### config.mk
export PLATFORM = sky130hd
export DESIGN_NAME = percent_decoder_top
export DESIGN_NICKNAME = d
export VERILOG_FILES = /design/src/design/pctd_pkg.sv /design/src/design/pctd_front.sv /design/src/design/pctd_queue.sv /design/src/design/pctd_back.sv /design/src/design/percent_decoder_top.sv
export SDC_FILE = /design/constraint.sdc
export NUM_CORES = 1
export LEC_CHECK = 0
export BUFFER_PORTS_ARGS = -buffer_cell sky130_fd_sc_hd__buf_4
export CAP_MARGIN = 5
export CORE_ASPECT_RATIO = 0.8
export CORE_MARGIN = 3
export CORE_UTILIZATION = 55
export CTS_BUF_LIST = sky130_fd_sc_hd__clkbuf_8
export DETAILED_ROUTE_END_ITERATION = 16
export PLACE_DENSITY = 0.7
export SYNTH_ARGS = -nofsm -noshare
export SYNTH_HDL_FRONTEND = slang
export SYNTH_SLANG_ARGS = --single-unit
### constraint.sdc
create_clock -name clk -period 5.21 [get_ports clk]
set_input_delay 1.042 -clock clk [delete_from_list [all_inputs] [get_ports clk]]
set_output_delay 1.042 -clock clk [all_outputs]
set_load 0.02 [all_outputs]
### src/design/pctd_pkg.sv
`timescale 1ns / 1ps

package pctd_pkg;

    localparam logic [7:0] PLUS_CHAR  = 8'h2B;
    localparam logic [7:0] SPACE_CHAR = 8'h20;
    localparam logic [7:0] PCT_CHAR   = 8'h25;
    localparam logic [7:0] NO_DIGIT   = 8'hFF;

    typedef struct packed {
        logic [7:0] in_byte;
        logic       in_last;
    } in_word_t;

    typedef struct packed {
        logic [7:0] out_byte;
        logic       out_last;
    } out_word_t;

    // One accepted input word turns into up to three output bytes.
    typedef struct packed {
        logic [1:0]      cnt;
        logic            last;
        logic [2:0][7:0] data;
    } cmd_t;

    typedef enum logic [1:0] {
        HOLD_NONE,
        HOLD_PCT,
        HOLD_DIGIT
    } hold_state_t;

    function automatic logic [7:0] digit_value(input logic [7:0] c);
        logic [7:0] v;
        v = NO_DIGIT;
        if (c >= 8'h30 && c <= 8'h39) begin
            v = c - 8'h30;
        end else if (c >= 8'h41 && c <= 8'h46) begin
            v = c - 8'h37;
        end else if (c >= 8'h61 && c <= 8'h66) begin
            v = c - 8'h57;
        end
        return v;
    endfunction

    function automatic logic is_hex(input logic [7:0] c);
        return digit_value(c) != NO_DIGIT;
    endfunction

    function automatic logic [3:0] hex_nibble(input logic [7:0] c);
        logic [7:0] v;
        v = digit_value(c);
        return v[3:0];
    endfunction

endpackage

### src/design/pctd_front.sv
`timescale 1ns / 1ps

module pctd_front (
    input  logic            clk,
    input  logic            rst_n,
    input  logic            enc_valid,
    output logic            enc_stall,
    input  pctd_pkg::in_word_t enc_word,
    input  logic            full,
    output logic            push,
    output pctd_pkg::cmd_t  cmd
);
    import pctd_pkg::*;

    hold_state_t state_reg;
    hold_state_t state_next;
    logic [7:0]  held_digit_reg;
    logic [7:0]  held_digit_next;
    logic [7:0]  b;
    logic        last;
    logic        fresh_hold;
    logic [7:0]  fresh_byte;
    logic        accept;

    assign b          = enc_word.in_byte;
    assign last       = enc_word.in_last;
    assign fresh_hold = (b == PCT_CHAR) && !last;
    assign fresh_byte = (b == PLUS_CHAR) ? SPACE_CHAR : b;
    assign enc_stall  = full;
    assign accept     = enc_valid && !full;

    always_comb
    begin
        cmd             = '0;
        state_next      = HOLD_NONE;
        held_digit_next = held_digit_reg;
        unique case (state_reg)
            HOLD_PCT:
            begin
                if (!last && is_hex(b)) begin
                    state_next      = HOLD_DIGIT;
                    held_digit_next = b;
                end else begin
                    cmd.data[0] = PCT_CHAR;
                    cmd.cnt     = 2'd1;
                    if (fresh_hold) begin
                        state_next = HOLD_PCT;
                    end else begin
                        cmd.data[1] = fresh_byte;
                        cmd.cnt     = 2'd2;
                    end
                end
            end
            HOLD_DIGIT:
            begin
                if (is_hex(b)) begin
                    cmd.data[0] = {hex_nibble(held_digit_reg), hex_nibble(b)};
                    cmd.cnt     = 2'd1;
                end else begin
                    // A broken escape releases the percent sign and the held digit.
                    cmd.data[0] = PCT_CHAR;
                    cmd.data[1] = held_digit_reg;
                    cmd.cnt     = 2'd2;
                    if (fresh_hold) begin
                        state_next = HOLD_PCT;
                    end else begin
                        cmd.data[2] = fresh_byte;
                        cmd.cnt     = 2'd3;
                    end
                end
            end
            default:
            begin
                if (fresh_hold) begin
                    state_next = HOLD_PCT;
                end else begin
                    cmd.data[0] = fresh_byte;
                    cmd.cnt     = 2'd1;
                end
            end
        endcase
        cmd.last = last;
        push     = accept && (cmd.cnt != 2'd0);
    end

    always_ff @(posedge clk or negedge rst_n)
    begin
        if (!rst_n) begin
            state_reg      <= HOLD_NONE;
            held_digit_reg <= '0;
        end else if (accept) begin
            state_reg      <= state_next;
            held_digit_reg <= held_digit_next;
        end
    end

endmodule

### src/design/pctd_queue.sv
`timescale 1ns / 1ps

module pctd_queue #(
    parameter int DEPTH = 4
) (
    input  logic           clk,
    input  logic           rst_n,
    input  logic           push,
    input  pctd_pkg::cmd_t push_cmd,
    output logic           full,
    input  logic           pop,
    output pctd_pkg::cmd_t head,
    output logic           empty
);
    import pctd_pkg::*;

    localparam int AW = (DEPTH > 1) ? $clog2(DEPTH) : 1;
    localparam int CW = $clog2(DEPTH + 1);
    localparam logic [AW-1:0] LAST_PTR = AW'(DEPTH - 1);
    localparam logic [CW-1:0] FULL_CNT = CW'(DEPTH);

    cmd_t          mem_reg [DEPTH];
    logic [AW-1:0] wr_ptr_reg;
    logic [AW-1:0] rd_ptr_reg;
    logic [CW-1:0] count_reg;
    logic [CW-1:0] count_next;
    logic          do_push;
    logic          do_pop;

    assign full    = (count_reg == FULL_CNT);
    assign empty   = (count_reg == '0);
    assign do_push = push && !full;
    assign do_pop  = pop && !empty;
    assign head    = mem_reg[rd_ptr_reg];

    always_comb
    begin
        count_next = count_reg;
        if (do_push && !do_pop) begin
            count_next = count_reg + 1'b1;
        end else if (do_pop && !do_push) begin
            count_next = count_reg - 1'b1;
        end
    end

    always_ff @(posedge clk or negedge rst_n)
    begin
        if (!rst_n) begin
            wr_ptr_reg <= '0;
            rd_ptr_reg <= '0;
            count_reg  <= '0;
        end else begin
            count_reg <= count_next;
            if (do_push) begin
                wr_ptr_reg <= (wr_ptr_reg == LAST_PTR) ? '0 : wr_ptr_reg + 1'b1;
            end
            if (do_pop) begin
                rd_ptr_reg <= (rd_ptr_reg == LAST_PTR) ? '0 : rd_ptr_reg + 1'b1;
            end
        end
    end

    always_ff @(posedge clk)
    begin
        if (do_push) begin
            mem_reg[wr_ptr_reg] <= push_cmd;
        end
    end

endmodule

### src/design/pctd_back.sv
`timescale 1ns / 1ps

module pctd_back (
    input  logic               clk,
    input  logic               rst_n,
    input  pctd_pkg::cmd_t     head,
    input  logic               empty,
    output logic               pop,
    output logic               dec_valid,
    input  logic               dec_stall,
    output pctd_pkg::out_word_t dec_word
);
    import pctd_pkg::*;

    logic [1:0] idx_reg;
    logic [1:0] idx_next;
    logic       out_valid_reg;
    logic       out_valid_next;
    out_word_t  out_word_reg;
    out_word_t  out_word_next;
    logic       load;
    logic       final_byte;

    assign load       = !empty && (!out_valid_reg || !dec_stall);
    assign final_byte = (idx_reg == head.cnt - 2'd1);
    assign pop        = load && final_byte;
    assign dec_valid  = out_valid_reg;
    assign dec_word   = out_word_reg;

    always_comb
    begin
        idx_next                = idx_reg;
        out_valid_next          = out_valid_reg;
        out_word_next           = out_word_reg;
        if (load) begin
            out_valid_next         = 1'b1;
            out_word_next.out_byte = head.data[idx_reg];
            out_word_next.out_last = head.last && final_byte;
            idx_next               = final_byte ? 2'd0 : idx_reg + 2'd1;
        end else if (!dec_stall) begin
            out_valid_next = 1'b0;
        end
    end

    always_ff @(posedge clk or negedge rst_n)
    begin
        if (!rst_n) begin
            idx_reg       <= 2'd0;
            out_valid_reg <= 1'b0;
        end else begin
            idx_reg       <= idx_next;
            out_valid_reg <= out_valid_next;
        end
    end

    always_ff @(posedge clk)
    begin
        out_word_reg <= out_word_next;
    end

endmodule

### src/design/percent_decoder_top.sv
`timescale 1ns / 1ps

// Streaming URL percent decoder, with '+' read as a space.
// Input channel enc_*: one raw byte per word, in_last marking the final byte
// of a message. Output channel dec_*: one decoded byte per word, out_last set
// on the final decoded byte of each message. Both use valid/stall; a word
// moves on a rising edge with valid high and stall low.
// An input word is accepted every cycle while the command queue between the
// classifying front end and the output sequencer has room. Each input word
// yields zero to three output words; the output register issues one word per
// cycle unless stalled, so sustained throughput is one output word per cycle
// and the input rate follows the mix of results (one input per cycle for plain
// text). From an empty queue, a word's first result passes the queue memory
// and the output register. If dec_stall is held, the queue fills and enc_stall
// rises after QUEUE_DEPTH pending commands; the output word holds steady.
// Reset empties the queue, clears any held escape bytes and drops dec_valid.
module percent_decoder_top #(
    parameter int QUEUE_DEPTH = 4
) (
    input  logic                clk,
    input  logic                rst_n,
    input  logic                enc_valid,
    output logic                enc_stall,
    input  pctd_pkg::in_word_t  enc_word,
    output logic                dec_valid,
    input  logic                dec_stall,
    output pctd_pkg::out_word_t dec_word
);
    import pctd_pkg::*;

    cmd_t front_cmd;
    cmd_t head;
    logic push;
    logic pop;
    logic full;
    logic empty;

    pctd_front u_front (
        .clk       (clk),
        .rst_n     (rst_n),
        .enc_valid (enc_valid),
        .enc_stall (enc_stall),
        .enc_word  (enc_word),
        .full      (full),
        .push      (push),
        .cmd       (front_cmd)
    );

    pctd_queue #(
        .DEPTH (QUEUE_DEPTH)
    ) u_queue (
        .clk      (clk),
        .rst_n    (rst_n),
        .push     (push),
        .push_cmd (front_cmd),
        .full     (full),
        .pop      (pop),
        .head     (head),
        .empty    (empty)
    );

    pctd_back u_back (
        .clk       (clk),
        .rst_n     (rst_n),
        .head      (head),
        .empty     (empty),
        .pop       (pop),
        .dec_valid (dec_valid),
        .dec_stall (dec_stall),
        .dec_word  (dec_word)
    );

endmodule

==> results_dict.tcl <==
set metrics [dict create \
    cp-start-kind "input port" \
    crit_end "u_queue.count_reg[2]" \
    hold_violations 0 \
    clock_sinks 137 \
    drtAntennaViolNets 0 \
    power_leakage_uw 0.002628 \
    clockBufferDepth 2 \
    hold_path.class "in -> async" \
    fin_crit_ps 4333 \
    worstMarginPinSlew_ps 1271 \
    port_buffers 23 \
    cp_data_arrival_time_ps 4680 \
    rr_endpoint "u_queue.mem_reg[3][0]" \
    die_h_um 103.7 \
    post_cts_resized 0 \
    io_pins 24 \
    yosysSeqAreaShare_pct 61.15 \
    cts_hold_buf 0 \
    routed_wl_um 13300 \
    layout-drive-gt1-share_pct 22.61 \
    clock_latency_ps 420 \
    clock_tree.root_cell "clkbuf_8" \
    cts_made_buffers 17 \
    path_delay_family "compound AO/OA/AOI/OAI gates" \
    slew_violations 0 \
    rows 35 \
    gr-total-overflow 0 \
    grt.busiest_layer "met2" \
    yosys.area.top_type_share_pct 53.53 \
    reg2reg_depth 7 \
    syn_inst 441 \
    design_area_um2 7209 \
    synth_fa_ha_area_share_pct 4.308 \
    cp_slowest_stage_delay_ps 780 \
    ir_worst_vdd_uv 235.7 \
    synth_mux_area_share_pct 12.52 \
    timing.hold.ws_ps 496.6 \
    avgSynthCellArea_um2 14.88 \
    status "finished, final reports clean" \
    yosysWarnings 0 \
    rsz0062_at_grt "false" \
    cts_tree "done" \
    synth-xor-area-share_pct 0.6672 \
    maxSlewHeadroom_pct 14.88 \
    post_dp_cell_area_um2 6880 \
    cp_common_cell "nor2_1" \
    setup-violations-final 0 \
    setup_slack_ps 877.2 \
    synth_edf_count 117 \
    cp.depth 15 \
    synthToLayoutAreaGrowth_pct 9.836 \
    synth_flop_cell "edfxtp_1" \
    routed_via_density 6.289 \
    fillers 885 \
    end_kind "register" \
    async_reset_ff_share_pct 14.60 \
    globalRouteTotalUtil_pct 21.05 \
    synth_compound_area_share_pct 9.760 \
    synthTopCellsByCount "edfxtp_1 (117), inv_1 (33), mux4_2 (27), nor2_1 (23), nand2_1 (22)" \
    met2_usage_pct 32.88 \
    antenna_found_initial 0 \
    synth_area_um2 6564 \
    drt-pass1-iter-count 5 \
    required_ps 5560 \
    synthesis.nets 476 \
    drc 0 \
    critPathMaxFanout 12 \
    final.setup_skew_ps 8.875 \
    fin_crit_sh_pct 83.16 \
    synth_cell_types 64 \
    max_clock_freq_ghz 0.2308 \
    dp_slack_ps 515.8 \
    dp_hpwl_um 8796 \
    vias 3962 \
    reg2reg_from "u_front.state_reg[0]" \
    start_util_pct 56.56 \
    timing.reg2reg.setup_slack_ps 1680 \
    globalplace.congestion 0.9457 \
    path_class "in -> reg" \
    synth-seq-cells 137 \
    synth_area_leaders "edfxtp_1 (54%), mux4_2 (9.3%), dfrtp_1 (7.6%)" \
    post_drt_wl_per_cell_um 21.12 \
    grt_pass1_vias 4036 \
    critPathBufInv 3 \
    grt_pass1_wl_um 21550 \
    core_area_um2 11600 \
    die-area_um2 13290 \
    synth-simple-area-share_pct 7.720 \
    powerDensity_nw_per_um2 457.6 \
    grt_util_met1_pct 29.28 \
    yosysTopAreaCell "edfxtp_1" \
    grt_max_degree 30 \
    synth_top_family_by_area "multiplexers" \
    path_clk_slew_ps 70 \
    htreeDepth 4 \
    path_cells "buf_4 -> inv_1 -> ha_1 -> nor3b_2 -> nor2_1 -> o211a_1 -> a211oi_2 -> a31oi_1 -> nor2_1 -> ha_1 -> inv_1 -> fa_1 -> xor2_1 -> nor2_1 -> xor2_1" \
    cap_violations 0 \
    diodes 0 \
    cpMaxStageDelayCell "a211oi_2" \
    nNetsFinal 505 \
    drt_iter0_drc 414 \
    met3_usage_pct 5.258 \
    crit_path_start "enc_word[2]" \
    synth.most_common_cell "edfxtp_1" \
    postCtsSetupRepairBufs 0 \
    largest_reg_flops 108 \
    fp.dieW_um 128.1 \
]
[final cells by class]
cell class | instances | area (um^2) | area share, %
Sequential cell | 137 | 4015 | 55.69
Multi-Input combinational cell | 249 | 2316 | 32.12
Timing Repair Buffer | 32 | 240.2 | 3.332
Clock buffer | 17 | 234.0 | 3.245
Tap cell | 148 | 185.2 | 2.569
Inverter | 33 | 123.9 | 1.718
Clock inverter | 14 | 95.09 | 1.319
[per-stage QoR]
stage / std cells / total power [uW] / util [%] / TNS [ps]
floorplan: 441 / 2292 / - / -8163
global placement: 599 / 2563 / 59.29 / 0
detailed placement: 599 / 2596 / 59.29 / 0
CTS: 630 / 3331 / 62.12 / 0
global route: 630 / 3474 / 62.12 / 0
finish: 630 / 3299 / 62.12 / 0
[report_power, final]
group	switching [uW]	total, uW	internal (uW)
clock	383	742	359
sequential	124	1580	1450
combinational	522	980	458
[how the worst min path moves through the flow]
stage          slack (ps)  cells after the start                   end
3_3_place_gp          470                      2      u_back.dec_valid
2_1_floorplan         460                      1  u_queue.count_reg[2]
6_report              500                      1  u_queue.count_reg[0]
3_5_place_dp          500                      1  u_queue.count_reg[2]
5_1_grt               480                      1  u_queue.count_reg[0]
4_1_cts               480                      1  u_queue.count_reg[0]
[layer usage]
layer / part of all wire, % / wire length [um]
met3: 5.8 / 773
met2: 49 / 6453
met4: 1.9 / 258
met1: 44 / 5817
met5: 0 / 0
[cell families after synthesis]
group                    after synthesis
AO/OA/AOI/OAI                         81
XOR/XNOR                               5
adder cells (fa/ha/maj)               22
buffers and inverters                 55
flip-flops                           137
multiplexers                          47
AND/OR/NAND/NOR                       94
[placed cells by master (no fill, tap or decap), types with 5 or more instances in the layout]
| cell | instances |
|---|---|
| nand4_1 | 5 |
| and3_1 | 5 |
| nor3b_2 | 5 |
| edfxtp_1 | 117 |
| inv_1 | 37 |
| a21oi_1 | 7 |
| mux4_2 | 27 |
| buf_4 | 32 |
| clkbuf_8 | 17 |
| dfrtp_1 | 19 |
| o32ai_1 | 10 |
| nor2_1 | 23 |
| a31oi_1 | 5 |
| nand2b_1 | 6 |
| o21ai_0 | 8 |
| mux2i_1 | 15 |
| o22ai_1 | 12 |
| nand2_1 | 22 |
| ha_1 | 21 |
Note: power is estimated with default switching activity, not from simulation.
